--- src/rtl/core/tcp_packet_route_classifier_unit_macros.svh ---
// ----------------------------------------------------------------------------
// Assertion macros for the route classifier
// Shared forms for the concurrent checks at the end of the top level.
// ----------------------------------------------------------------------------
`ifndef TCP_PACKET_ROUTE_CLASSIFIER_UNIT_MACROS_SVH
`define TCP_PACKET_ROUTE_CLASSIFIER_UNIT_MACROS_SVH

// Same-cycle implication, ignored while reset is asserted.
`define TRPC_ASSERT_SAME(label, clk, rstn, ante, cons) \
  label: assert property (@(posedge clk) disable iff (!rstn) (ante) |-> (cons)) \
    else $error("route classifier check failed");

// Next-cycle implication, ignored while reset is asserted.
`define TRPC_ASSERT_NEXT(label, clk, rstn, ante, cons) \
  label: assert property (@(posedge clk) disable iff (!rstn) (ante) |=> (cons)) \
    else $error("route classifier check failed");

`endif

--- src/rtl/core/trpc_pkg.sv ---
// ----------------------------------------------------------------------------
// trpc_pkg
// Types, constants and helper functions of the TCP route classifier.
// ----------------------------------------------------------------------------
`default_nettype none

package trpc_pkg;

  localparam int KEY_W = 48;
  localparam logic [15:0] ETHERTYPE_IPV4 = 16'h0800;
  localparam logic [3:0]  IP_VERSION_4   = 4'd4;
  localparam logic [7:0]  PROTO_TCP      = 8'd6;
  localparam logic [5:0]  PLEN_MAX       = 6'd48;
  localparam logic [7:0]  ACT_DROP       = 8'd1;
  localparam logic [7:0]  ACT_TX         = 8'd2;

  typedef enum logic [1:0] {
    VERDICT_PASS = 2'd0,
    VERDICT_DROP = 2'd1,
    VERDICT_TX   = 2'd2
  } verdict_t;

  typedef enum logic [1:0] {
    S_IDLE,
    S_CHECK,
    S_SEARCH,
    S_OUT
  } state_t;

  // Route table write, broadcast to every cell.
  typedef struct packed {
    logic        en;
    logic [7:0]  index;
    logic        valid;
    logic [5:0]  plen;
    logic [31:0] ip;
    logic [15:0] port;
    logic [7:0]  action;
  } route_wr_t;

  // Search token handed from cell to cell.
  typedef struct packed {
    logic       valid;
    logic       found;
    logic [5:0] best_len;
    logic [7:0] action;
  } token_t;

  // Frame summary from the parser.
  typedef struct packed {
    logic             done;
    logic             ok;
    logic [KEY_W-1:0] key;
  } frame_t;

  // Mask of the leading plen key bits; plen is at most KEY_W.
  function automatic logic [KEY_W-1:0] prefix_mask(input logic [5:0] plen);
    logic [6:0] sh;
    sh = 7'(KEY_W) - {1'b0, plen};
    return {KEY_W{1'b1}} << sh;
  endfunction

endpackage

`default_nettype wire

--- src/rtl/core/trpc_parser.sv ---
// ----------------------------------------------------------------------------
// trpc_parser
// Captures the header fields of a frame byte by byte and checks them at the
// last byte.
// ----------------------------------------------------------------------------
`default_nettype none

module trpc_parser (
  input  wire logic            clk,
  input  wire logic            rst_n,
  input  wire logic            take,
  input  wire logic [7:0]      data_byte,
  input  wire logic            last_byte,
  output trpc_pkg::frame_t     frame
);
  import trpc_pkg::*;

  logic [6:0]  off_r,   off_nxt;
  logic [15:0] etype_r, etype_nxt;
  logic [7:0]  vihl_r,  vihl_nxt;
  logic [7:0]  proto_r, proto_nxt;
  logic [31:0] daddr_r, daddr_nxt;
  logic [15:0] dport_r, dport_nxt;
  logic [6:0]  port_at;
  logic [6:0]  len;
  logic [7:0]  tcp_end;
  logic        ok;
  frame_t      frame_r;

  // Field capture: the current offset selects which header byte this is.
  always_comb begin
    etype_nxt = etype_r;
    vihl_nxt  = vihl_r;
    proto_nxt = proto_r;
    daddr_nxt = daddr_r;
    dport_nxt = dport_r;
    port_at   = 7'({vihl_r[3:0], 2'b00}) + 7'd16;
    if (off_r == 7'd12) etype_nxt[15:8] = data_byte;
    if (off_r == 7'd13) etype_nxt[7:0]  = data_byte;
    if (off_r == 7'd14) vihl_nxt        = data_byte;
    if (off_r == 7'd23) proto_nxt       = data_byte;
    if (off_r == 7'd30) daddr_nxt[31:24] = data_byte;
    if (off_r == 7'd31) daddr_nxt[23:16] = data_byte;
    if (off_r == 7'd32) daddr_nxt[15:8]  = data_byte;
    if (off_r == 7'd33) daddr_nxt[7:0]   = data_byte;
    if (off_r > 7'd14 && off_r == port_at)         dport_nxt[15:8] = data_byte;
    if (off_r > 7'd14 && off_r == port_at + 7'd1)  dport_nxt[7:0]  = data_byte;
  end

  // Length after this byte, saturating at the top of the offset counter.
  always_comb begin
    len     = (off_r == 7'd127) ? off_r : off_r + 7'd1;
    off_nxt = last_byte ? 7'd0 : len;
    tcp_end = 8'({vihl_nxt[3:0], 2'b00}) + 8'd34;
    ok = (len >= 7'd14) && (etype_nxt == ETHERTYPE_IPV4) && (len >= 7'd34)
      && (vihl_nxt[7:4] == IP_VERSION_4) && (proto_nxt == PROTO_TCP)
      && ({1'b0, len} >= tcp_end);
  end

  // Header registers.
  always_ff @(posedge clk) begin
    if (!rst_n) begin
      off_r   <= '0;
      etype_r <= '0;
      vihl_r  <= '0;
      proto_r <= '0;
      daddr_r <= '0;
      dport_r <= '0;
    end else if (take) begin
      off_r   <= off_nxt;
      etype_r <= etype_nxt;
      vihl_r  <= vihl_nxt;
      proto_r <= proto_nxt;
      daddr_r <= daddr_nxt;
      dport_r <= dport_nxt;
    end
  end

  // Frame summary, raised for one cycle after the last byte.
  always_ff @(posedge clk) begin
    if (!rst_n) begin
      frame_r.done <= 1'b0;
    end else begin
      frame_r.done <= take && last_byte;
    end
    if (take && last_byte) begin
      frame_r.ok  <= ok;
      frame_r.key <= {daddr_nxt, dport_nxt};
    end
  end

  assign frame = frame_r;

endmodule

`default_nettype wire

--- config.mk ---
export PLATFORM = sky130hd
export DESIGN_NAME = trpc_parser
export DESIGN_NICKNAME = d
export VERILOG_FILES = /design/src/rtl/core/tcp_packet_route_classifier_unit_macros.svh /design/src/rtl/core/trpc_pkg.sv /design/src/rtl/core/trpc_parser.sv
export SDC_FILE = /design/constraint.sdc
export NUM_CORES = 1
export LEC_CHECK = 0
export BUFFER_PORTS_ARGS = -buffer_cell sky130_fd_sc_hd__buf_2
export CAP_MARGIN = 0
export CORE_MARGIN = 4
export CORE_UTILIZATION = 55
export DETAILED_ROUTE_END_ITERATION = 12
export HOLD_SLACK_MARGIN = 0.05
export PLACE_DENSITY_LB_ADDON = 0.12
export SYNTH_ARGS = -nofsm -noshare
export SYNTH_HDL_FRONTEND = slang
export SYNTH_SLANG_ARGS = --single-unit
export TNS_END_PERCENT = 50
--- constraint.sdc ---
create_clock -name clk -period 3.75 [get_ports clk]
set_input_delay 0.375 -clock clk [delete_from_list [all_inputs] [get_ports clk]]
set_output_delay 0.375 -clock clk [all_outputs]
set_load 0.03 [all_outputs]
After elaboration in Yosys (flattened, before gate mapping)
Cells that the tools add are included.
- flip-flop bits (word level): 137
- bits in latches: 0
- memory bits (writable): 0
- memory bits (read-only): 0
- input port bits: 12
- memories kept: 0
- add/sub/neg operators: 4
- multipliers: 0
- divide/modulo/power cells: 0
- $lt $le $gt $ge: 4
- equal/unequal tests: 14
- shift operators: 0
- multiplexer cells: 12
- bitwise operators: 0
- reductions and logical operators: 8
- operator list (operator ; number):
    $mux W8 ; 10
    $eq A7 B4 Y1 const B ; 3
    $eq A7 B5 Y1 const B ; 3
    $eq A16 B12 Y1 const B ; 1
    $add A7 B1 Y7 const B ; 2
    $eq A7 B6 Y1 const B ; 2
    $eq A7 B7 Y1 ; 2
    $mux W7 ; 2
    $eq A8 B3 Y1 const B ; 1
    $logic_and A1 B1 Y1 ; 8
    $add A6 B5 Y7 const B ; 1
    $add A6 B6 Y7 const B ; 1
    $eq A7 B7 Y1 const B ; 1
    $ge A7 B4 Y1 const B ; 1
    $ge A7 B6 Y1 const B ; 1
    $ge A7 B7 Y1 ; 1
    $gt A7 B4 Y1 const B ; 1
    $eq A4 B3 Y1 const B ; 1

Logic depth before layout (Yosys ltp)
- depth after elaboration: 8
- depth in mapped cells: 14

Worst setup path before layout
Ideal clock, no wire load.
- path kind: register -> register
- from: register off_r[6]
- to: register frame_r (netlist bit frame[48]) (data pin)
- arrival: 2601 ps
- setup slack: 893 ps
- cell stages (with the launch flop): 15
- path through: dfxtp_1 buf_6 or3b_1 buf_2 nor3b_4 and2_1 buf_6 mux2i_1 inv_1 ha_1 o21ai_0 nand2b_1 a21oi_1 a211oi_1 and4b_1
- elaborated cells on any way between the ends: 23
- classes of those cells: add/sub (2); order compare (3); eq/ne (8); mux (5); reduce/logical (5)
- RTL lines (what ; RTL line ; text):
    start: declaration ; trpc_parser.sv:18 ; logic [6:0] off_r, off_nxt;
    start signal: assignment ; trpc_parser.sv:70 ; off_r <= off_nxt;
    $eq A7 B4 Y1 ; trpc_parser.sv:40 ; if (off_r == 7'd14) vihl_nxt = data_byte;
    $mux W8 ; trpc_parser.sv:40 ;
    $add A6 B6 Y7 ; trpc_parser.sv:54 ; tcp_end = 8'({vihl_nxt[3:0], 2'b00}) + 8'd34;
    named net tcp_end[6] ; trpc_parser.sv:26 ; logic [7:0] tcp_end;
    $ge A7 B7 Y1 ; trpc_parser.sv:57 ; && ({1'b0, len} >= tcp_end);
    $logic_and A1 B1 Y1 ; trpc_parser.sv:57 ;
    named net ok ; trpc_parser.sv:27 ; logic ok;
    end: declaration ; trpc_parser.sv:28 ; frame_t frame_r;
The timed path passes the listed nets, and every way through them passes these cells.
A chain may end at the register's enable or synchronous reset.

Final worst setup path
Ends and elaborated chain as after synthesis.

==> results by group <==
Setup path
  • Cell family with the largest share of critical-path delay: simple AND/OR/NAND/NOR gates
  • Sum of buffers and inverters on the critical path: 1
  • Required @ worst endpoint: 4030 ps
  • Critical path fanouts, max: 11
  • Library cell contributing the largest single delay on the critical path: sky130_fd_sc_hd__or3b_1
  • CP max stage delay: 490 ps
  • Data arrival at the endpoint of the critical path: 3550 ps
  • Critical path class: flip-flop to flip-flop
  • Kind of end point of the critical path: flip-flop
  • Startpoint class of the critical path: flip-flop
  • CP Cell Sequence: or3b_1 -> nor3b_4 -> and2_1 -> mux2i_1 -> inv_1 -> ha_1 -> o21ai_0 -> nand2b_1 -> a21oi_1 -> a211oi_1 -> and4b_1

Route
  • DRC errors left: 0
  • Detailed Route Iter0 Violations: 303
  • Vias per cell: 5.642
  • Length of the first detailed-routing pass in iterations: 5
  • Number of routed nets with antenna violations: 0
  • DR vias: 4181
  • Final routed wirelength across all metal layers: 12.88 mm
  • WL/cell: ~17 µm

Synth
  • Share of the yosys chip area belonging to registers: 52.63%
  • Post-synthesis instance area: ~6100 µm²
  • Net Count, Synth: roughly 570
  • Warnings, synthesis: 0
  • Share of the synthesized area in the top cell type: between 20 and 30%
  • Biggest area contributors in the synthesized netlist: sky130_fd_sc_hd__dfxtp_1 29%, sky130_fd_sc_hd__edfxtp_1 24%, sky130_fd_sc_hd__mux2_2 8.8%
  • Flop and latch count out of synthesis: 137
  • Post-synthesis cell count: 544
  • Library cell with the largest summed area after synthesis: sky130_fd_sc_hd__dfxtp_1
  • Synthesized area per cell: 11.29 µm²
  • Number of different library cells in the post-synthesis netlist: 42

Timing
  • Final critical delay including setup and external delays: roughly 3300 ps
  • Fmax: 0.3058 GHz
  • Number of endpoints with negative hold slack in the final report: 0
  • Final setup skew: around 7.6 ps
  • Worst slew slack as a fraction of its limit: between 40% and 50%
  • Total Negative Setup Slacks: 0 ps
  • Unrepaired setup endpoints after global routing: no
  • Final critical-path share of the clock period: 87.19%
  • Worst slew pin tran: between 800 and 900 ps
  • Count of final max-slew check failures: 0
  • Total of endpoints with negative setup slack in the final report: 0

CTS
  • Count of H-tree levels built during CTS: 4
  • Hold bufs inserted after CTS: 0
  • Maximum buffer depth of the clock tree: 2
  • CTS tree: done
  • Clock transition time at the flip-flop clock pins of the worst setup and hold paths: 60 ps
  • Number of post-CTS setup repair buffers: 0
  • TritonCTS Sinks: around 140
  • Post-cts sizing count: 0
  • Number of clock buffers inserted by TritonCTS: 17
  • Clock latency of the later-clocked register in the worst-skew pair: 520 ps
  • Root Buffer Master: sky130_fd_sc_hd__clkbuf_8

Power and ir drop
  • Total power per unit cell area: 486.4 nW/µm²
  • Total leakage power: 0.003193 µW
  • Peak supply drop: 0.3633 mV

Die
  • Width of the die: approximately 110 µm
  • Number of placement rows: 38
  • Die Footprint: 12920 µm²
  • Overall die height: 113.7 µm
  • Starting density of the core: a little under three fifths
  • Number of primary I/O pins: 62
  • Area of the core: 10890 µm²

Status
  • Result of the run: complete, no violations

Finish
  • Antenna Cells: 0
  • Growth of design area from synthesis to finish: 15.32%
  • Layout Nets: 611
  • Share of final-layout standard cells stronger than drive strength 1: 27.62%
  • Fin area: between 7000 and 8000 µm²
  • Final cell utilization of the core: 65.07%

Place
  • Estimated wirelength of the detail-placed design: ~8 mm
  • Count of port buffers added during placement: 61
  • Cell area after placement: 6487 µm²
  • GP Congestion: 0.8528

Global routing
  • Wire length of the first global-routing pass: 21.04 mm
  • Overflow left after global routing: 0
  • Number of antenna violations at the first check in global routing: 0
  • Number of global-route vias before repair: 4149
  • Global Route Usage Sum: 20.98%
  • Maximum number of pins on one net before global-route repair: 47

Hold path
  • Worst min-delay path category: input pin to flip-flop

Job
  • Max-cap violation count: 0
layer usage:
layer | share of wire (%) | routed length [µm] | GRT usage [%]
met1 | 45 | 5822 | 26.62
met2 | 48 | 6164 | 33.92
met3 | 4.9 | 627 | 5.889
met4 | 2.0 | 262 | 8.494
met5 | 0 | 0 | 0
worst register-to-register path, delay by kind of cell (launching register included):
family	cells	cell delay (ps)
buffers and inverters	1	90
flip-flops	1	380
AO/OA/AOI/OAI	3	300
adder cells (fa/ha/maj)	1	300
multiplexers	1	350
AND/OR/NAND/NOR	5	1600
report_power, final:
| group | leakage (µW) | switching, µW | internal (µW) | total, µW |
|---|---|---|---|---|
| logic | 0.00171 | 149 | 74.8 | 223 |
| registers | 0.00119 | 14.8 | 1580 | 1590 |
| clock network | 0.000299 | 588 | 1040 | 1630 |
layout by cell type, fill, tap and decap left out, drive strengths merged, types with 2 or more instances in the layout:
master and count:
nand2 39, o211a 21, inv 7, a31oi 3
clkinv 4, a21boi 21, xor2 5, nor4 6
nor2b 45, nand4 4, a211oi 2, a21oi 7
and2 4, o21ai 6, nand3 31, dfxtp 88
buf 67, edfxtp 49, and3 3, or4 2
nand2b 5, nor3 6, xnor2 3, clkbuf 27
nor2 10, ha 11, mux2i 45, mux2 48
or2 19
cells by family (layout without fill, tap and decap cells):
group,Yosys count,count (layout),synth area share [%]
AND/OR/NAND/NOR,179,179,15.91
flip-flops,137,137,52.63
multiplexers,93,93,16.13
AO/OA/AOI/OAI,67,67,8.554
buffers and inverters,49,106,3.401
adder cells (fa/ha/maj),11,11,2.240
XOR/XNOR,8,8,1.141
per-stage QoR:
step | setup WS [ps] | instances | total power (µW) | hold WS, ps
after CTS | 531.2 | 741 | 3471 | 130.5
after global routing | 273.1 | 741 | 3564 | 147.2
final | 480.3 | 741 | 3446 | 149.9
after floorplan | 892.6 | 544 | 1780 | 438.3
after detailed placement | 536.7 | 709 | 1848 | 459.4
after global placement | 687.7 | 709 | 1841 | 450.0
final timing paths:
check / start / end / slack [ps] / cells after the start
setup / recovery: off_r[6] / frame[48] / 480 / 11
hold / removal: last_byte / frame[49] / 150 / 2
setup reg to reg: off_r[6] / frame[48] / 480 / 11
hold reg to reg: daddr_r[24] / daddr_r[24] / 460 / 2
flip-flops by register name (all words and copies together), names as in the netlist:
| register | flops |
|---|---|
| daddr_r | 32 |
| dport_r | 16 |
| etype_r | 16 |
| frame | 50 |
| off_r | 7 |
| proto_r | 8 |
| vihl_r | 8 |
synth_stat cells, drive strengths merged:
master,count
dfxtp,88
edfxtp,49
mux2,48
mux2i,45
nor2b,45
nand2,39
clkbuf,31
nand3,31
a21boi,21
o211a,21
or2,19
buf,11
ha,11
nor2,10
a21oi,7
inv,7
nor3,6
nor4,6
o21ai,6
nand2b,5
xor2,5
and2,4
nand4,4
a31oi,3
and3,3
xnor2,3
a211oi,2
or4,2
a2111oi,1
a21o,1
a22oi,1
a32oi,1
and4,1
and4b,1
nor3b,1
nor4b,1
o221ai,1
o2bb2ai,1
o311ai,1
or3b,1
cell type report:
| type | instances | area, µm² |
|---|---|---|
| multi-input cells | 358 | 2703 |
| flip-flops and latches | 137 | 3233 |
| clock buffers | 27 | 543.0 |
| well taps | 140 | 175.2 |
| repair buffers | 67 | 350.3 |
| clock inverters | 5 | 53.80 |
| fillers | 841 | 3804 |
| inverters | 7 | 26.28 |
(Power assumes the default switching activity.)
