===== src/rtl/core/tcp_packet_route_classifier_unit_macros.svh =====
// ----------------------------------------------------------------------------
// Assertion macros for the route classifier
// Shared forms for the concurrent checks at the end of the top level.
// ----------------------------------------------------------------------------
`ifndef TCP_PACKET_ROUTE_CLASSIFIER_UNIT_MACROS_SVH
`define TCP_PACKET_ROUTE_CLASSIFIER_UNIT_MACROS_SVH

// Same-cycle implication, ignored while reset is asserted.
`define TRPC_ASSERT_SAME(label, clk, rstn, ante, cons) \
  label: assert property (@(posedge clk) disable iff (!rstn) (ante) |-> (cons)) \
    else $error("route classifier check failed");

// Next-cycle implication, ignored while reset is asserted.
`define TRPC_ASSERT_NEXT(label, clk, rstn, ante, cons) \
  label: assert property (@(posedge clk) disable iff (!rstn) (ante) |=> (cons)) \
    else $error("route classifier check failed");

`endif


===== src/rtl/core/trpc_pkg.sv =====
// ----------------------------------------------------------------------------
// trpc_pkg
// Types, constants and helper functions of the TCP route classifier.
// ----------------------------------------------------------------------------
`default_nettype none

package trpc_pkg;

  localparam int KEY_W = 48;
  localparam logic [15:0] ETHERTYPE_IPV4 = 16'h0800;
  localparam logic [3:0]  IP_VERSION_4   = 4'd4;
  localparam logic [7:0]  PROTO_TCP      = 8'd6;
  localparam logic [5:0]  PLEN_MAX       = 6'd48;
  localparam logic [7:0]  ACT_DROP       = 8'd1;
  localparam logic [7:0]  ACT_TX         = 8'd2;

  typedef enum logic [1:0] {
    VERDICT_PASS = 2'd0,
    VERDICT_DROP = 2'd1,
    VERDICT_TX   = 2'd2
  } verdict_t;

  typedef enum logic [1:0] {
    S_IDLE,
    S_CHECK,
    S_SEARCH,
    S_OUT
  } state_t;

  // Route table write, broadcast to every cell.
  typedef struct packed {
    logic        en;
    logic [7:0]  index;
    logic        valid;
    logic [5:0]  plen;
    logic [31:0] ip;
    logic [15:0] port;
    logic [7:0]  action;
  } route_wr_t;

  // Search token handed from cell to cell.
  typedef struct packed {
    logic       valid;
    logic       found;
    logic [5:0] best_len;
    logic [7:0] action;
  } token_t;

  // Frame summary from the parser.
  typedef struct packed {
    logic             done;
    logic             ok;
    logic [KEY_W-1:0] key;
  } frame_t;

  // Mask of the leading plen key bits; plen is at most KEY_W.
  function automatic logic [KEY_W-1:0] prefix_mask(input logic [5:0] plen);
    logic [6:0] sh;
    sh = 7'(KEY_W) - {1'b0, plen};
    return {KEY_W{1'b1}} << sh;
  endfunction

endpackage

`default_nettype wire


===== src/rtl/core/trpc_cell.sv =====
// ----------------------------------------------------------------------------
// trpc_cell
// One route table slot. Compares the frame key with its entry and passes the
// best match so far on to the next cell.
// ----------------------------------------------------------------------------
`default_nettype none

module trpc_cell #(
  parameter int CELL_IDX = 0
) (
  input  wire logic                          clk,
  input  wire logic                          rst_n,
  input  trpc_pkg::route_wr_t                wr,
  input  wire logic [trpc_pkg::KEY_W-1:0]    key,
  input  trpc_pkg::token_t                   tok_in,
  output trpc_pkg::token_t                   tok_out
);
  import trpc_pkg::*;

  logic        valid_r;
  logic [5:0]  plen_r;
  logic [31:0] ip_r;
  logic [15:0] port_r;
  logic [7:0]  action_r;
  logic        hit;
  logic        match;
  logic        better;
  token_t      tok_r;

  assign hit = wr.en && (32'(wr.index) == CELL_IDX);

  // Entry storage; the prefix length is clamped to the key width on write.
  always_ff @(posedge clk) begin
    if (!rst_n) begin
      valid_r <= 1'b0;
    end else if (hit) begin
      valid_r <= wr.valid;
    end
    if (hit) begin
      plen_r   <= (wr.plen > PLEN_MAX) ? PLEN_MAX : wr.plen;
      ip_r     <= wr.ip;
      port_r   <= wr.port;
      action_r <= wr.action;
    end
  end

  // A strictly longer prefix replaces the earlier best, so lower slots win ties.
  assign match  = valid_r && ((({ip_r, port_r} ^ key) & prefix_mask(plen_r)) == '0);
  assign better = match && (!tok_in.found || plen_r > tok_in.best_len);

  always_ff @(posedge clk) begin
    if (!rst_n) begin
      tok_r.valid <= 1'b0;
    end else begin
      tok_r.valid <= tok_in.valid;
    end
    tok_r.found    <= tok_in.found || match;
    tok_r.best_len <= better ? plen_r : tok_in.best_len;
    tok_r.action   <= better ? action_r : tok_in.action;
  end

  assign tok_out = tok_r;

endmodule

`default_nettype wire


===== config.mk =====
export PLATFORM = sky130hd
export DESIGN_NAME = trpc_cell
export DESIGN_NICKNAME = d
export VERILOG_FILES = /design/src/rtl/core/tcp_packet_route_classifier_unit_macros.svh /design/src/rtl/core/trpc_pkg.sv /design/src/rtl/core/trpc_cell.sv
export SDC_FILE = /design/constraint.sdc
export NUM_CORES = 1
export LEC_CHECK = 0
export ABC_AREA = 1
export BUFFER_PORTS_ARGS = -buffer_cell sky130_fd_sc_hd__buf_2
export CORE_ASPECT_RATIO = 1.5
export CORE_MARGIN = 8
export CORE_UTILIZATION = 50
export CTS_CLUSTER_DIAMETER = 80
export CTS_CLUSTER_SIZE = 16
export DETAILED_ROUTE_END_ITERATION = 16
export PLACE_DENSITY = 0.81
export SLEW_MARGIN = 40
export SYNTH_ARGS = -nofsm -noshare
export SYNTH_HDL_FRONTEND = slang
export SYNTH_SLANG_ARGS = --single-unit

===== constraint.sdc =====
create_clock -name clk -period 10.38 [get_ports clk]
set_clock_uncertainty 0.15 [all_clocks]
set_input_delay 1.038 -clock clk [delete_from_list [all_inputs] [get_ports clk]]
set_output_delay 1.038 -clock clk [all_outputs]
set_load 0.02 [all_outputs]

# Word-level counts from Yosys, hierarchy flattened

Cells that the tools add are included.

Add/sub/neg operators: 1
Order comparisons: 2
Shift-type cells: 1
Muxes and demuxes: 2
Bitwise gates (word level): 2
Reductions and logical operators: 8

Operator list:

| kind                    | count |
|---|---|
| $and A48 B48 Y48        | 1 |
| $logic_not A48 Y1       | 1 |
| $shl A48 B7 Y48 const A | 1 |
| $xor A48 B48 Y48        | 1 |
| $logic_not A8 Y1        | 1 |
| $mux W8                 | 1 |
| $sub A6 B6 Y7 const A   | 1 |
| $gt A6 B6 Y1            | 1 |
| $gt A6 B6 Y1 const B    | 1 |
| $mux W6                 | 1 |
| $logic_and A1 B1 Y1     | 3 |
| $logic_or A1 B1 Y1      | 2 |
| $logic_not A1 Y1        | 1 |

Flip-flop bits (word level): 79
Input port bits: 138
Output and inout port bits: 16
Word-level logic and storage cells: 25

# Depth between registers and ports, before layout

Gate-level depths: netlist of the first run.

Depth after elaboration: 7
Depth in mapped cells: 19
Gate-level depth less buffers: 18

# Least setup slack after synthesis of the first run

OpenSTA, ideal clock, no wires.

Path type: input -> register
Start point: input wr[64] (netlist name)
End point: register valid_r
Library setup time: 93 ps
Data arrival time: 8087 ps
Required time: 10137 ps
Slack: 2050 ps
Cell stages on the path: 4
Buffers on the path: 0
Cell sequence: or2_2 -> nor4_1 -> o21ai_0 -> a21oi_1

Cells in the longest elaborated chain, start to end: 2

Ends and longest elaborated chain:

| element                | RTL line        | source |
|---|---|---|
| start: declaration     | trpc_cell.sv:13 | `input trpc_pkg::route_wr_t wr,` |
| $logic_not A8 Y1       | trpc_cell.sv:30 | `assign hit = wr.en && (32'(wr.index) == CELL_IDX);` |
| $logic_and A1 B1 Y1    | trpc_cell.sv:30 |  |
| via hit                | trpc_cell.sv:25 | `logic hit;` |
| end signal: assignment | trpc_cell.sv:37 | `valid_r <= wr.valid;` |
| end: declaration       | trpc_cell.sv:20 | `logic valid_r;` |

The timed path passes the listed nets, and every way through them passes these cells.
A chain may end at the register's enable or synchronous reset.

# Final worst setup path of the first run

Start point: register plen_r[1]
End point: register tok_r, in the netlist tok_out[4]

Cells in the longest elaborated chain, start to end: 7
Elaborated cells between the ends (all ways): 9

Ends and longest elaborated chain:

| element                  | RTL line        | source |
|---|---|---|
| start: declaration       | trpc_cell.sv:21 | `logic [5:0] plen_r;` |
| start signal: assignment | trpc_cell.sv:40 | `plen_r <= (wr.plen > PLEN_MAX) ? PLEN_MAX : wr.plen;` |
| $sub A6 B6 Y7            | trpc_pkg.sv:59  | `sh = 7'(KEY_W) - {1'b0, plen};` |
| $shl A48 B7 Y48          | trpc_pkg.sv:60  | `return {KEY_W{1'b1}} << sh;` |
| $and A48 B48 Y48         | trpc_cell.sv:48 | `assign match = valid_r && ((({ip_r, port_r} ^ key) & prefix_mask(plen_r)) == '0);` |
| $logic_not A48 Y1        | trpc_cell.sv:48 |  |
| $logic_and A1 B1 Y1      | trpc_cell.sv:48 |  |
| $logic_and A1 B1 Y1 *    | trpc_cell.sv:49 | `assign better = match && (!tok_in.found \|\| plen_r > tok_in.best_len);` |
| $mux W8 *                | trpc_cell.sv:59 | `tok_r.action <= better ? action_r : tok_in.action;` |
| end: declaration         | trpc_cell.sv:28 | `token_t tok_r;` |

Every way passes the cells marked *; elsewhere a longest branch is shown, timed or not.

==> impl_results.md, run 1 <==
- Worst Hold Class: flip-flop to flip-flop
- Final Max Slew Viols: 0
- Arrival time at the worst endpoint: 3.18 ns
- First-pass GRT wire length: 16820 um
- Share of cells above drive strength 1: 0.3220
- Clock share of power: 0.449
- CTS tree: done
- Cells after synthesis: about 430
- Clk buf depth: 2
- Worst-path clk slew: 0.06 ns
- Number of antenna violations at the first check in global routing: 0
- Max-Cap Viols: 0
- Max VDD drop: ~150 uV
- Unrepaired setup endpoints after global routing: no
- Register bit count reported by yosys: 79
- Die height: 127.2 um
- Hold Crit Start: action_r[6]
- Die area: 11470 um^2
- Clock Latency Late Sink: 0.34 ns
- CP required: 10.47 ns
- Initial detailed-routing violation count: 172
- Sequential share of power: 0.470
- Comb pwr share: 0.082
- Total Routing Usage GR: 0.1865
- Commonest non-fill, non-tap cells in the layout: buf_2, nand2_1, edfxtp_1, nand3_1, xor2_1
- Final worst path period share: 0.2980
- Cell area after synthesis: roughly 4100 um^2
- Status: finished, final reports clean
- Slew headroom: 0.6245
- Mean post-synth cell area: 9.661 um^2
- Final core occ: 0.6584
- Worst reg2reg path depth: 12
- Vias in the first global route: 3719
- Starting density of the core: 0.5152
- CP startpoint kind: flip-flop
- Antenna-violating nets left: 0
- Hold buffers post-CTS: 0
- Final hold violation count: 0
- Sequential-to-total area share from yosys stat: 0.5338
- Yosys warns: 0
- Final cell count without fillers: 692
- Most common library cell in the layout ignoring fill and taps: buf_2
- Dpl ws: roughly 7.3 ns
- Switching Fraction: 0.2137
- Gpl congestion: 0.9379
- Detailed-route via count: approximately 3.5k
- Reg2reg end: tok_out[4]
- Core area: 8008 um^2
- Residual overflow from global routing: 0
- WHS: 0.3405 ns
- Min Tclk post-route: 3.093 ns
- WHS Endpoint: tok_out[6]
- Antenna cells: 0
- Largest net degree at the start of global routing: 35
- Crit-path max FO: 16
- Crit path setup slack, layout: about 7.3 ns
- Reg-to-reg startpoint: plen_r[1]
- H-tree depth: 3
- Post-Place Cell Area: 4959 um^2
- Pwr/cell area: ~140 nW/um^2
- FP Rows: 40
- # setup viols final: 0
- CTS buffer count: 9
- Slew @ Worst Pin: ~0.56 ns
- Final instance area: 5273 um^2
- Number of cells after detailed placement: 676
- Setup CP Type: flip-flop to flip-flop
- Final wirelength: 10730 um
- Lkg Pwr: 2.499 nW
- PostCTS Resize Cnt: 0
- Area Overhead vs Synth: 27.81%
- Int Power: 578.4 uW
- Yosys cell types: 33
- Reg2Reg Setup Slack: 7.29 ns
- Synthesized net count: 575
- DP Wirelength: 8702 um
- Hold path cells: 2
- Overall Power: between 700 and 800 uW
- Ports: 154
- CTS Root Cell: clkbuf_16
- # DRC: 0
- WL per Instance: between 15 and 20 um
- First drt pass iteration count: 4
- Fillers: 686
- Die Width: around 90 um
- Post-Route Setup TNS: 0 ns
- Clock sinks: 79
- Max Fclk: 323.3 MHz
- Nets@finish: 730
- Worst setup EP type: flip-flop
- Post-DR vias/cell: 5.077
- Number of buffers added on ports: 153
- NetSw: about 160 uW
- Post-CTS setup repair buffer count: 0
## cells by family after synthesis
| group | share of synthesized area |
|---|---|
| compound gates | 0.03397 |
| fa+ha+maj | 0.03033 |
| buf+inv | 0.04701 |
| simple gates | 0.2572 |
| flops | 0.5338 |
| xor+xnor | 0.09766 |
## worst max-delay path, stage by stage, from the launching register on
cell and delay (ns):
edfxtp_1 0.48, inv_1 0.15, ha_1 0.28, nand2_2 0.15
nand3_1 0.42, nand3_1 0.25, nand2_1 0.07, nor2_1 0.12
nand2_1 0.10, nor2_4 0.34, nand4_4 0.27, nand2_1 0.14
nand2_1 0.05
## registers in the layout (all words and copies together) (netlist names)
register,cells
plen_r,6
ip_r,32
action_r,8
valid_r,1
tok_out,16
port_r,16
## cells in the mapped netlist
cell type | count | area share
dfxtp_1 | 17 | 0.083
a31oi_2 | 1 | 0.0030
a21o_1 | 1 | 0.0018
nor2_4 | 2 | 0.0055
edfxtp_1 | 62 | 0.45
or2_2 | 3 | 0.0046
nor2_1 | 27 | 0.025
nand3_1 | 43 | 0.052
nand2_1 | 124 | 0.11
nor2_2 | 1 | 0.0015
nand2_2 | 6 | 0.0091
buf_4 | 1 | 0.0018
inv_1 | 29 | 0.026
ha_1 | 10 | 0.030
a21oi_4 | 1 | 0.0039
clkbuf_1 | 3 | 0.0027
a32o_1 | 1 | 0.0024
xnor2_1 | 5 | 0.011
o21ai_1 | 2 | 0.0024
nor4_1 | 1 | 0.0015
nand4_1 | 19 | 0.029
o21bai_1 | 1 | 0.0018
o21ai_0 | 6 | 0.0073
xor2_1 | 41 | 0.087
a41oi_1 | 1 | 0.0021
buf_6 | 5 | 0.014
nand3b_1 | 1 | 0.0018
buf_2 | 2 | 0.0024
nand3_4 | 1 | 0.0042
a21oi_1 | 6 | 0.0073
nand2_4 | 2 | 0.0055
nand4_4 | 1 | 0.0052
a21boi_1 | 1 | 0.0018
## worst max path at each step
| stage | depth (start not counted) | end | slack [ns] | startpoint |
|---|---|---|---|---|
| after floorplan | 4 | valid_r | 2.05 | wr[64] |
| after global placement | 11 | tok_out[6] | 7.43 | tok_in[13] |
| after detailed placement | 12 | tok_out[4] | 7.29 | plen_r[1] |
| after CTS | 12 | tok_out[4] | 7.28 | plen_r[1] |
| after global routing | 12 | tok_out[7] | 7.00 | plen_r[1] |
| final | 12 | tok_out[4] | 7.29 | plen_r[1] |
## per-layer routing
| layer | part of all wire | vias to the layer above | track usage |
|---|---|---|---|
| li1 | - | 1750 | - |
| met5 | 0 | - | 0 |
| met3 | 0.070 | 24 | 0.06331 |
| met2 | 0.55 | 150 | 0.3530 |
| met4 | 0.031 | 0 | 0.1004 |
| met1 | 0.34 | 1589 | 0.1701 |
## power by group through the flow
stage / Combinational [mW] / Clock, mW / Sequential (mW)
final: 0.0600 / 0.330 / 0.346
after global routing: 0.0664 / 0.350 / 0.346
after CTS: 0.0608 / 0.336 / 0.346
after detailed placement: 0.0605 / 0 / 0.352
after global placement: 0.0588 / 0 / 0.352
after floorplan: 0.0205 / 0 / 0.357
## final cells by class
class	instances	area [um^2]	area share
Sequential cell	79	2202	0.4177
Multi-Input combinational cell	308	1735	0.3291
Timing Repair Buffer	155	780.7	0.1481
Clock buffer	11	254.0	0.04817
Tap cell	105	131.4	0.02492
Inverter	29	108.9	0.02065
Clock inverter	5	60.06	0.01139
(Power assumes the default switching activity.)
==> run 2: changes to the inputs <==
Settings changed: ABC_AREA 1 to 0, CORE_UTILIZATION 50 to 49, PLACE_DENSITY 0.81 to 0.8.
Clock period 10.38 ns to 3.15 ns, I/O delays scaled along.
==> run 2 against run 1 <==
Against the previous run:
- the flow now finishes with violations (setup timing)
- via count fell by 2.5%
- combinational power rose to 3.9 times the previous value
- worst setup slack got worse by 7.3 ns
- count of clock-buffer cells in the layout did not move
- global-route usage rose by 2.2 points
- sequential share of layout area fell by 4.0 points
- power rose to 3.1 times the previous value
- sequential cell count did not move
- final area rose by 11%
- die area fell by 0.32%
- maximum frequency fell by 3.1%
- worst hold slack got worse by 0.33 ns
- critical endpoint is now tok_out[8]
==> impl_results.md, run 2 <==
- Most common library cell in the layout ignoring fill and taps: buf_2 (unchanged)
- Clock Latency Late Sink: 0.33 ns (was 0.34 ns)
- WL per Instance: 18.38 um (was 15.50 um)
- Antenna-violating nets left: 0 (unchanged)
- Top_reg_cell synth: edfxtp_1 (unchanged)
- Starting density of the core: 0.5030 (was 0.5152)
- Register bit count reported by yosys: 79 (unchanged)
- Pwr/cell area: 393.8 nW/um^2 (was 139.5 nW/um^2)
- Lkg Pwr: 2.367 nW (was 2.499 nW)
- Cell accounting for the most synthesized area: edfxtp_1 (unchanged)
- Cells after synthesis: 326 (was 427)
- Yosys warns: 0 (unchanged)
- Reg2Reg Setup Slack: -0.04 ns (was 7.29 ns)
- Clock sinks: 79 (unchanged)
- First drt pass iteration count: 6 (was 4)
- Mean post-synth cell area: 12.35 um^2 (was 9.661 um^2)
- Post-synth EDFFs: 62 (unchanged)
- Cell area after synthesis: 4028 um^2 (was 4125 um^2)
- Largest net degree at the start of global routing: 24 (was 35)
- Synth top cells by count: edfxtp_1, xnor2_1, dfxtp_1, nand2_1, xor2_1 (was nand2_1, edfxtp_1, nand3_1, xor2_1, inv_1)
- Final wirelength: 12000 um (was 10730 um)
- Ports: 154 (unchanged)
- Min Tclk post-route: 3.191 ns (was 3.093 ns)
- Max-Cap Viols: 0 (unchanged)
- Hold path cells: 1 (was 2)
- Largest register FFs: 32 (unchanged)
- Gpl congestion: 0.8285 (was 0.9379)
- Post-Route Setup TNS: -0.3387 ns (was 0 ns)
- Fillers: 569 (was 686)
- Final Max Slew Viols: 0 (unchanged)
- Clk buf depth: 2 (unchanged)
- CTS buffer count: 9 (unchanged)
- Synthesized net count: 474 (was 575)
- Final instance area: 5838 um^2 (was 5273 um^2)
- CP startpoint kind: flip-flop (unchanged)
- Residual overflow from global routing: 0 (unchanged)
- Synth top area share: 0.4623 (was 0.4513)
- CTS tree: done (unchanged)
- Commonest non-fill, non-tap cells in the layout: buf_2, edfxtp_1, xnor2_1, buf_4, dlygate4sd3_1 (was buf_2, nand2_1, edfxtp_1, nand3_1, xor2_1)
- Slew headroom: 0.7097 (was 0.6245)
- Most frequent cell after synthesis: edfxtp_1 (was nand2_1)
- Worst setup EP type: flip-flop (unchanged)
- Total Routing Usage GR: 0.2085 (was 0.1865)
- Die height: 127.0 um (was 127.2 um)
- Max Fclk: 313.4 MHz (was 323.3 MHz)
- Final core occ: 0.7291 (was 0.6584)
- Initial detailed-routing violation count: 175 (was 172)
- Slew @ Worst Pin: 0.4335 ns (was 0.5616 ns)
- Post-DR vias/cell: 5.243 (was 5.077)
- CTS Root Cell: clkbuf_16 (unchanged)
- # setup viols final: 12 (was 0)
- Max VDD drop: 356.5 uV (was 147.6 uV)
- Final worst path period share: 1.013 (was 0.2980)
- Multi-input gate area in the final layout: 1795 um^2 (was 1735 um^2)
- H-tree depth: 3 (unchanged)
- Overall Power: 2.299 mW (was 735.7 uW)
- Share of cells above drive strength 1: 0.4252 (was 0.3220)
- Worst Hold Class: input port to flip-flop (was flip-flop to flip-flop)
- Setup CP Type: flip-flop to flip-flop (unchanged)
- Core area: 8008 um^2 (unchanged)
- Reg2reg end: tok_out[8] (was tok_out[4])
- Nets@finish: 691 (was 730)
- Crit-path max FO: 14 (was 16)
- Number of antenna violations at the first check in global routing: 0 (unchanged)
- Arrival time at the worst endpoint: 3.26 ns (was 3.18 ns)
- First-pass GRT wire length: 18690 um (was 16820 um)
- Failing checks: setup timing
- Top reg by flops: ip_r (unchanged)
- Vias in the first global route: 3878 (was 3719)
- Post-Place Cell Area: 5196 um^2 (was 4959 um^2)
- Worst-path clk slew: 0.06 ns (about the same)
- Main area contributors after synthesis: edfxtp_1, xnor2_1, dfxtp_1 (was edfxtp_1, nand2_1, xor2_1)
- CP required: 3.22 ns (was 10.47 ns)
- FF+latch area: 2202 um^2 (unchanged)
- Crit path setup slack, layout: -0.04107 ns (was 7.287 ns)
- Die Width: 90.03 um (was 90.17 um)
- Dpl ws: -0.1690 ns (was 7.291 ns)
- Worst reg2reg path depth: 14 (was 12)
- Yosys cell types: 55 (was 33)
- Detailed-route via count: 3424 (was 3513)
- Async S/R FF share, synth: 0 (unchanged)
- FP Rows: 40 (unchanged)
- DP Wirelength: 8784 um (was 8702 um)
- WHS Endpoint: port_r[1] (was tok_out[6])
- Sequential-to-total area share from yosys stat: 0.5468 (was 0.5338)
- # DRC: 0 (unchanged)
- Die area: 11440 um^2 (was 11470 um^2)
- Status: complete, but fails checks (was finished, final reports clean)
- Hold Crit Start: wr[9] (was action_r[6])
- Antenna cells: 0 (unchanged)
- Unrepaired setup endpoints after global routing: yes (was no)
- Final hold violation count: 0 (unchanged)
- Area Overhead vs Synth: 44.95% (was 27.81%)
- Reg-to-reg startpoint: plen_r[0] (was plen_r[1])
- Number of buffers added on ports: 153 (unchanged)
-- run 2: changes by cell type after synthesis, sizes merged, moves of 12 or more --
cell	before	now
nand2	132	16
xor2	41	15
mux2	0	12
nor2	30	9
nand4	20	2
inv	29	11
xnor2	5	40
nand3	44	4
-- run 2: per-layer routing --
layer  routed length, um  global-route usage
met2                6726              0.3909
met5                   0                   0
met3                 773             0.06389
met4                 479              0.1289
met1                4022              0.1915
-- run 2: worst max-delay path by stage --
| stage | startpoint | endpoint | slack, ns | cells past startpoint |
|---|---|---|---|---|
| 2_1_floorplan | plen_r[1] | tok_out[12] | -0.1 | 12 |
| 5_1_grt | plen_r[2] | tok_out[7] | -0.20 | 11 |
| 3_5_place_dp | plen_r[0] | tok_out[0] | -0.17 | 10 |
| 6_report | plen_r[0] | tok_out[8] | -0.04 | 14 |
| 3_3_place_gp | plen_r[0] | tok_out[8] | -0.04 | 9 |
| 4_1_cts | plen_r[0] | tok_out[8] | -0.03 | 12 |
-- run 2: layout make-up --
| class | instances | share of cell area |
|---|---|---|
| repair buffers | 221 | 0.2398 |
| multi-input cells | 221 | 0.3075 |
| flip-flops and latches | 79 | 0.3772 |
| well taps | 105 | 0.02250 |
| clock buffers | 11 | 0.03986 |
| inverters | 11 | 0.007072 |
| clock inverters | 5 | 0.006001 |
-- run 2: repair_timing --
action | CTS | global route
hold buffers | 27 | 1
pin swaps | 2 | 3
endpoints found under the hold margin | 27 | 1
buffers inserted | 3 | 2
gates resized for setup | 4 | 8
gates cloned | 0 | 0
setup endpoints to repair | 12 | 14
-- run 2: worst max-delay path: stages (launching register included) --
cell and delay (ns):
edfxtp_1 0.39, inv_2 0.07, ha_4 0.17, buf_4 0.15, xnor2_4 0.22, buf_4 0.15, nor2_1 0.04, o21ai_0 0.21
nand3_2 0.14, a2111oi_4 0.39, a31oi_1 0.12, buf_4 0.16, a211oi_4 0.19, buf_12 0.18, mux2_2 0.33
-- run 2: per-stage QoR --
step | instances | hold WS [ns]
final | 653 | 0.008937
after global routing | 653 | 0.0005716
after CTS | 650 | 0.0002758
after detailed placement | 604 | 0.2966
after global placement | 604 | 0.2853
after floorplan | 326 | 0.2639
-- run 2: cells by family after synthesis --
| kind of cell | Yosys count | synth area share |
|---|---|---|
| adder cells (fa/ha/maj) | 11 | 0.03355 |
| multiplexers | 15 | 0.04101 |
| flip-flops | 79 | 0.5468 |
| buffers and inverters | 26 | 0.02858 |
| AO/OA/AOI/OAI | 76 | 0.1398 |
| AND/OR/NAND/NOR | 64 | 0.08699 |
| XOR/XNOR | 55 | 0.1233 |
-- run 2: where the power goes --
part           switching, mW  leakage [nW]  internal [mW]
registers            0.00336         0.698           1.14
clock network          0.392         0.118          0.532
logic                 0.0995          1.55          0.137
total                  0.495          2.37           1.80
